`src/hisim_pkg.sv`:
```
// Shared widths, constants and the accumulated-sums record for the
// histogram intersection block. No dependencies.
package hisim_pkg;

  localparam int BIN_BITS   = 16;
  localparam int COUNT_BITS = 16;
  localparam int ACC_BITS   = 26;
  localparam int FRAC_BITS  = 16;
  localparam int Q_BITS     = FRAC_BITS + 1;
  localparam int DIV_STEPS  = Q_BITS;
  localparam int STEP_BITS  = $clog2(DIV_STEPS + 1);

  localparam int QUEUE_DEPTH = 2;
  localparam int PTR_BITS    = $clog2(QUEUE_DEPTH);
  localparam int CNT_BITS    = $clog2(QUEUE_DEPTH + 1);

  // Counts are taken in their low COUNT_BITS bits.
  localparam logic [BIN_BITS-1:0] COUNT_MASK =
    (COUNT_BITS >= BIN_BITS) ? {BIN_BITS{1'b1}} :
                               BIN_BITS'((64'd1 << COUNT_BITS) - 64'd1);

  localparam logic [ACC_BITS-1:0] ACC_MAX = {ACC_BITS{1'b1}};

  typedef struct packed {
    logic [ACC_BITS-1:0] min_sum;
    logic [ACC_BITS-1:0] ref_sum;
    logic                overflow;
  } hisim_sums_t;

endpackage

```
`src/hisim_front.sv`:
```
// Front end: takes bin beats, keeps saturating sums of min(a,b) and a,
// and hands the finished sums of a histogram pair to the queue. Uses hisim_pkg.
module hisim_front (
  input  logic                          clk,
  input  logic                          rst,
  input  logic                          bin_valid,
  output logic                          bin_stall,
  input  logic [hisim_pkg::BIN_BITS-1:0] bin_a,
  input  logic [hisim_pkg::BIN_BITS-1:0] bin_b,
  input  logic                          last_bin,
  input  logic                          queue_full,
  output logic                          push,
  output hisim_pkg::hisim_sums_t        push_data
);
  import hisim_pkg::*;

  logic [ACC_BITS-1:0] min_sum, min_sum_next;
  logic [ACC_BITS-1:0] ref_sum, ref_sum_next;
  logic                overflow_seen, overflow_next;
  logic [BIN_BITS-1:0] a, b, m;
  logic [ACC_BITS:0]   min_add, ref_add;
  logic                accept;

  assign bin_stall = queue_full;
  assign accept    = bin_valid && !queue_full;

  always_comb begin
    a = bin_a & COUNT_MASK;
    b = bin_b & COUNT_MASK;
    m = (a < b) ? a : b;
    min_add = {1'b0, min_sum} + (ACC_BITS + 1)'(m);
    ref_add = {1'b0, ref_sum} + (ACC_BITS + 1)'(a);
    min_sum_next  = min_add[ACC_BITS] ? ACC_MAX : min_add[ACC_BITS-1:0];
    ref_sum_next  = ref_add[ACC_BITS] ? ACC_MAX : ref_add[ACC_BITS-1:0];
    overflow_next = overflow_seen || min_add[ACC_BITS] || ref_add[ACC_BITS];
  end

  assign push              = accept && last_bin;
  assign push_data.min_sum = min_sum_next;
  assign push_data.ref_sum = ref_sum_next;
  assign push_data.overflow = overflow_next;

  always_ff @(posedge clk) begin
    if (rst) begin
      min_sum       <= '0;
      ref_sum       <= '0;
      overflow_seen <= 1'b0;
    end else if (accept) begin
      if (last_bin) begin
        min_sum       <= '0;
        ref_sum       <= '0;
        overflow_seen <= 1'b0;
      end else begin
        min_sum       <= min_sum_next;
        ref_sum       <= ref_sum_next;
        overflow_seen <= overflow_next;
      end
    end
  end

endmodule

```
`src/hisim_queue.sv`:
```
// Short queue of finished histogram-pair sums between front and back.
// Uses hisim_pkg.
module hisim_queue (
  input  logic                   clk,
  input  logic                   rst,
  input  logic                   push,
  input  hisim_pkg::hisim_sums_t push_data,
  output logic                   full,
  output logic                   not_empty,
  input  logic                   pop,
  output hisim_pkg::hisim_sums_t pop_data
);
  import hisim_pkg::*;

  hisim_sums_t         entries [QUEUE_DEPTH];
  logic [PTR_BITS-1:0] wr_ptr, rd_ptr;
  logic [CNT_BITS-1:0] count;

  assign full      = (count == CNT_BITS'(QUEUE_DEPTH));
  assign not_empty = (count != '0);
  assign pop_data  = entries[rd_ptr];

  always_ff @(posedge clk) begin
    if (push) begin
      entries[wr_ptr] <= push_data;
    end
  end

  always_ff @(posedge clk) begin
    if (rst) begin
      wr_ptr <= '0;
      rd_ptr <= '0;
      count  <= '0;
    end else begin
      if (push) begin
        wr_ptr <= (wr_ptr == PTR_BITS'(QUEUE_DEPTH - 1)) ? '0 : wr_ptr + 1'b1;
      end
      if (pop) begin
        rd_ptr <= (rd_ptr == PTR_BITS'(QUEUE_DEPTH - 1)) ? '0 : rd_ptr + 1'b1;
      end
      if (push && !pop) begin
        count <= count + 1'b1;
      end else if (pop && !push) begin
        count <= count - 1'b1;
      end
    end
  end

endmodule

```
`src/hisim_back.sv`:
```
// Back end: restoring divider producing floor(min_sum * 2^16 / ref_sum),
// one quotient bit per cycle, then the result output register. Uses hisim_pkg.
module hisim_back (
  input  logic                           clk,
  input  logic                           rst,
  input  logic                           queue_not_empty,
  output logic                           pop,
  input  hisim_pkg::hisim_sums_t         pop_data,
  output logic                           result_valid,
  input  logic                           result_stall,
  output logic [hisim_pkg::Q_BITS-1:0]   similarity,
  output logic                           empty_reference,
  output logic                           sum_saturated
);
  import hisim_pkg::*;

  typedef enum logic [1:0] {IDLE, RUN, DONE} state_t;

  state_t               state;
  logic [STEP_BITS-1:0] step;
  logic [ACC_BITS-1:0]  rem, rem_next;
  logic [ACC_BITS-1:0]  divisor;
  logic [Q_BITS-1:0]    quo;
  logic                 empty, sat;
  logic [ACC_BITS:0]    cur, diff;
  logic                 ge, out_free;

  assign pop      = (state == IDLE) && queue_not_empty;
  assign out_free = !result_valid || !result_stall;

  // First step compares min_sum itself (integer bit); later steps shift in zeros.
  always_comb begin
    cur      = (step == STEP_BITS'(DIV_STEPS)) ? {1'b0, rem} : {rem, 1'b0};
    diff     = cur - {1'b0, divisor};
    ge       = (cur >= {1'b0, divisor});
    rem_next = ge ? diff[ACC_BITS-1:0] : cur[ACC_BITS-1:0];
  end

  always_ff @(posedge clk) begin
    if (rst) begin
      state        <= IDLE;
      result_valid <= 1'b0;
    end else begin
      if (state == DONE && out_free) begin
        result_valid <= 1'b1;
      end else if (!result_stall) begin
        result_valid <= 1'b0;
      end
      unique case (state)
        IDLE: begin
          if (queue_not_empty) begin
            rem     <= pop_data.min_sum;
            divisor <= pop_data.ref_sum;
            empty   <= (pop_data.ref_sum == '0);
            sat     <= pop_data.overflow;
            step    <= STEP_BITS'(DIV_STEPS);
            state   <= RUN;
          end
        end
        RUN: begin
          rem  <= rem_next;
          quo  <= {quo[Q_BITS-2:0], ge};
          step <= step - 1'b1;
          if (step == STEP_BITS'(1)) begin
            state <= DONE;
          end
        end
        DONE: begin
          if (out_free) begin
            similarity      <= empty ? '0 : quo;
            empty_reference <= empty;
            sum_saturated   <= sat;
            state           <= IDLE;
          end
        end
        default: state <= IDLE;
      endcase
    end
  end

endmodule

```
`src/histogram_intersection_similarity.sv`:
```
// Top level of the histogram intersection block: front accumulator, sums
// queue and divider back end. Uses hisim_pkg, hisim_front, hisim_queue, hisim_back.
//
// Usage: bins of histograms A and B arrive as one beat per bin on the bin
// channel (bin_valid / bin_stall; bin_a, bin_b, last_bin). The beat with
// last_bin set closes the pair; the result channel (result_valid /
// result_stall) then carries similarity = sum(min(a,b)) / sum(a) in unsigned
// Q1.16, empty_reference when sum(a) is zero (similarity 0) and
// sum_saturated when a 26-bit sum clipped during the pair.
// Throughput: one bin per cycle while the sums queue is not full. The divider
// makes one quotient bit per cycle plus hand-off per pair, so pairs whose bins
// arrive faster than it finishes them are limited by the divider; a two-entry
// queue of finished sums sits between accumulator and divider. After the last
// bin is accepted, its sums pass through the queue, the divider's IDLE load,
// RUN steps and DONE state into the result register before result_valid rises.
// bin_stall is high only while the sums queue is full. A stalled result is
// held; the divider finishes the next pair and waits behind it.
// Reset (rst, synchronous) clears the sums, the queue and result_valid.
module histogram_intersection_similarity (
  input  logic                           clk,
  input  logic                           rst,
  input  logic                           bin_valid,
  output logic                           bin_stall,
  input  logic [hisim_pkg::BIN_BITS-1:0] bin_a,
  input  logic [hisim_pkg::BIN_BITS-1:0] bin_b,
  input  logic                           last_bin,
  output logic                           result_valid,
  input  logic                           result_stall,
  output logic [hisim_pkg::Q_BITS-1:0]   similarity,
  output logic                           empty_reference,
  output logic                           sum_saturated
);
  import hisim_pkg::*;

  logic        push, pop, queue_full, queue_not_empty;
  hisim_sums_t push_data, pop_data;

  hisim_front u_front (
    .clk        (clk),
    .rst        (rst),
    .bin_valid  (bin_valid),
    .bin_stall  (bin_stall),
    .bin_a      (bin_a),
    .bin_b      (bin_b),
    .last_bin   (last_bin),
    .queue_full (queue_full),
    .push       (push),
    .push_data  (push_data)
  );

  hisim_queue u_queue (
    .clk       (clk),
    .rst       (rst),
    .push      (push),
    .push_data (push_data),
    .full      (queue_full),
    .not_empty (queue_not_empty),
    .pop       (pop),
    .pop_data  (pop_data)
  );

  hisim_back u_back (
    .clk             (clk),
    .rst             (rst),
    .queue_not_empty (queue_not_empty),
    .pop             (pop),
    .pop_data        (pop_data),
    .result_valid    (result_valid),
    .result_stall    (result_stall),
    .similarity      (similarity),
    .empty_reference (empty_reference),
    .sum_saturated   (sum_saturated)
  );

endmodule

```
`config.mk`:
```
export PLATFORM = sky130hd
export DESIGN_NAME = histogram_intersection_similarity
export DESIGN_NICKNAME = d
export VERILOG_FILES = /design/src/hisim_pkg.sv /design/src/hisim_front.sv /design/src/hisim_queue.sv /design/src/hisim_back.sv /design/src/histogram_intersection_similarity.sv
export SDC_FILE = /design/constraint.sdc
export NUM_CORES = 1
export LEC_CHECK = 0
export ABC_AREA = 1
export BUFFER_PORTS_ARGS = -buffer_cell sky130_fd_sc_hd__buf_2
export CORE_ASPECT_RATIO = 1.2
export CORE_MARGIN = 2
export CORE_UTILIZATION = 25
export CTS_CLUSTER_SIZE = 8
export DETAILED_ROUTE_END_ITERATION = 6
export PLACE_DENSITY = 0.5
export RECOVER_POWER = 100
export SETUP_SLACK_MARGIN = 0.2
export SKIP_LAST_GASP = 1
export SLEW_MARGIN = 10
export SYNTH_ARGS = -nofsm -noshare
export SYNTH_HDL_FRONTEND = slang
export SYNTH_HIERARCHICAL = 1
export SYNTH_SLANG_ARGS = --single-unit
export TNS_END_PERCENT = 1
```
`constraint.sdc`:
```
create_clock -name clk -period 4.09 [get_ports clk]
set_clock_uncertainty 0.05 [all_clocks]
set_input_delay 1.0225 -clock clk [delete_from_list [all_inputs] [get_ports clk]]
set_output_delay 1.0225 -clock clk [all_outputs]
set_load 0.1 [all_outputs]
```
==> results by group <==
Worst setup path
  – Critical Path Fanout Max: 51
  – Startpoint kind of the worst setup timing path: flop
  – Capture point of the worst reg-to-reg path: u_back/rem[6]
  – Startpoint-to-endpoint class of the critical path: reg -> reg
  – Minimum setup slack among reg-to-reg paths: 0.32 ns
  – Setup crit end kind: flop
  – CP required: 4.32 ns
  – Cell count of the worst reg-to-reg path: 17
  – Worst endpoint data arrival time: 4.01 ns
  – Start of the worst register-to-register path: u_back/step[1]

Layout
  – Most common library cell in the layout ignoring fill and taps: nand2_1
  – Post-layout nets: 2,367
  – Diodes inserted: 0
  – Total of fill cells in the finished design: 7,217
  – Final design area excluding fillers: 19,450 um^2
  – Filler-free cell count of the finished design: 3,182
  – Fraction of layout instances using a drive strength above 1: 11.84%
  – Commonest cells after routing, fill and taps aside: 725 x nand2_1, 336 x inv_1, 201 x edfxtp_1
  – Syn-to-layout area delta: 14.83%

Logic synthesis
  – Area contributors post-synth: edfxtp_1 36%, nand2_1 16%, inv_1 7.5%
  – Fraction of synthesis flops using an asynchronous set or reset pin: 0%
  – Primary flip-flop cell chosen by synthesis mapping: edfxtp_1
  – Syn avg cell area: 8.011 um^2
  – Combined area of all synthesized cells: 16,940 um^2
  – Net count after synthesis: 2,230
  – Synthesized instance count: 2,114
  – Sequential cell area fraction in the yosys report: roughly 43%
  – Post-synthesis sequential element count: 262
  – Top cell type's share of synthesized area: a little over a third
  – Cell type with the largest total area after synthesis: edfxtp_1
  – Number of synthesized flops with an enable pin: 201
  – Yosys warning total: 6
  – Number of different library cells in the post-synthesis netlist: 50

Hold path
  – End point of the most critical hold path: u_back/sum_saturated
  – Hold wc startpoint: u_back/sat
  – Hold/Removal Path Class: reg -> reg
  – Instance count along the most critical hold path: 0

Clock network
  – Total CTS buffers: 38
  – Cell at the root of the clock tree: clkbuf_16
  – Clock-pin slew on the worst setup and hold paths: 0.05 ns
  – Number of buffers inserted by hold repair at cts: 0
  – CTS tree: built
  – Clock latency at the later pin of the worst-skew pair: between 0.5 and 0.6 ns
  – Number of H-tree branching levels: 2
  – Clock sinks: 262
  – CTS Buffer Depth: 3

STA
  – Final critical-path share of the clock period: 92.28%
  – Post-layout worst setup margin: 0.3156 ns
  – Unrepaired setup endpoints after global routing: yes
  – Fmax: 264.9 MHz
  – Fin. max-slew vios: 118
  – Headroom to the max-slew limit: -15.25%
  – Actual slew at the worst max-slew pin: roughly 1.7 ns
  – Final Hold Violating Endpoints: 0
  – Count of endpoints failing setup in the final report: 0
  – Shortest clock period the worst path allows after layout: 3.774 ns

Global route
  – Total gr overflow: 0
  – Antenna violations before repair: 0
  – Pin count of the biggest net entering global routing: 55
  – Vias in the first global route: 13,672
  – Wire length of the first global-routing pass: about 74,000 um
  – Total global-route track usage: 13.54%

Place
  – Setup Slack @ Placement: -0.1469 ns
  – Gp weighted congestion: 0.9373
  – Placed instance area: 18,750 um^2
  – DPL Wire Length: 37,180 um
  – Number of buffers inserted by port buffering: 57
  – Cell count after placement: 3,112

Floorplanning
  – Width of the chip: about 240 um
  – Die height: 289.1 um
  – Total core area: 67,010 um^2
  – Number of cell rows: 104
  – Die ar.: about 70,000 um^2
  – Effective utilization at floorplan: 25.27%
  – Number of top-level pins: 58

Route
  – Routed via count divided by cell count: 4.285
  – Via Count: 13,634
  – Wire length reported by the detailed router: 47,260 um
  – DRC violation count after routing: 0
  – Antenna violation net count after detailed routing: 0
  – Drt initial violations: 643
  – DR WL/cell: between 10 and 15 um
  – Pre-antenna DRT Iters: 5

Power and ir drop
  – Standby leakage power: 8.969 nW
  – Power per standard cell area: 592.0 nW/um^2
  – IR Drop Worst-Case VDD: 0.2871 mV

Run status
  – Violations in the final reports: max-capacitance violations, max-slew violations
  – Run status: complete, but fails checks

Flow run
  – Total of max-cap violations: 4
## synthesized netlist by cell type (24+ instances only)
library cell / instances
mux2_4: 50
nor2_1: 125
nand3b_1: 34
nand4_1: 24
nand3_1: 145
edfxtp_1: 201
inv_1: 338
ha_1: 76
a21oi_1: 88
nand2_2: 33
dfxtp_1: 61
nand2_1: 717
## worst max path at each step
stage | startpoint | end | cells past startpoint
2_1_floorplan | bin_b[15] | u_queue/entries[0][34] | 15
3_3_place_gp | bin_b[1] | u_front/min_sum[7] | 23
3_5_place_dp | bin_a[15] | u_front/min_sum[7] | 18
4_1_cts | u_back/step[1] | u_back/rem[6] | 17
5_1_grt | bin_a[9] | u_front/min_sum[2] | 21
6_report | u_back/step[1] | u_back/rem[6] | 17
## cell families after synthesis
kind of cell	Yosys count	synth area share [%]
AOI/OAI and AO/OA	130	4.314
xor gates and xnor gates	30	1.551
adders and majority gates	79	5.969
buffers and inverters	400	9.937
DFF	262	42.85
and+or+nand+nor	1159	30.68
muxes	54	4.699
## flip-flops by register name (all words and copies together), names as in the netlist, 2 cells and up, named ones only
| signal | count |
|---|---|
| u_back/divisor | 26 |
| u_front/min_sum | 26 |
| u_front/ref_sum | 26 |
| u_back/quo | 17 |
| u_back/similarity | 17 |
| u_back/step | 5 |
| u_queue/count | 2 |
| u_back/rem | 26 |
| u_queue/entries | 106 |
| u_back/state | 2 |
## layout make-up
cell class	instances	area [um^2]	area share, %
Tap cell	901	1127	5.796
Timing Repair Buffer	145	892.1	4.587
Clock inverter	2	28.78	0.1480
Clock buffer	68	1085	5.578
Sequential cell	262	7257	37.31
Inverter	352	1329	6.832
Multi-Input combinational cell	1452	7730	39.75
## layer usage
| layer | vias up | share of wire [%] | GRT usage, % |
|---|---|---|---|
| met5 | - | 0 | 0 |
| met4 | 0 | 4.0 | 6.211 |
| met3 | 83 | 2.5 | 1.528 |
| met2 | 205 | 51 | 25.37 |
| met1 | 6306 | 43 | 15.41 |
| li1 | 7040 | - | - |
## critical path, cell delays in order (launching register included)
cell and delay (ns):
edfxtp_1 0.38, inv_1 0.09, ha_1 0.20, nand3_2 0.11, buf_12 0.19, o21ai_0 0.40, ha_1 0.39, nand2_1 0.19
nor2_1 0.09, nand2_1 0.09, nor2_1 0.06, nand2_1 0.12, nand2_1 0.09, a21boi_2 0.38, buf_4 0.34, nand3b_1 0.11
nand3_1 0.14, nand2_1 0.07
## through the flow
| step | total power, mW | util [%] | setup TNS [ns] | hold slack, ns |
|---|---|---|---|---|
| finish | 11.51 | 29.02 | 0 | 0.3795 |
| global route | 12.39 | 29.02 | 0 | 0.3932 |
| CTS | 11.83 | 29.64 | 0 | 0.3907 |
| detailed placement | 8.821 | 27.98 | -2.290 | 0.3862 |
| global placement | 8.786 | 27.98 | -0.6067 | 0.3747 |
| floorplan | 7.446 | - | 0 | 0.3503 |
## power breakdown
| group | internal (mW) | total (mW) | switching (mW) |
|---|---|---|---|
| clock network | 1.79 | 2.93 | 1.14 |
| registers | 3.44 | 3.65 | 0.208 |
| logic | 1.73 | 4.93 | 3.20 |
## what timing repair did
| action | 4_1_cts | 5_1_grt |
|---|---|---|
| gates resized for setup | 0 | 3 |
| setup buffers | 0 | 0 |
| setup endpoints to repair | 0 | 30 |
| endpoints found under the hold margin | 0 | 0 |
Note: power is estimated with default switching activity, not from simulation.
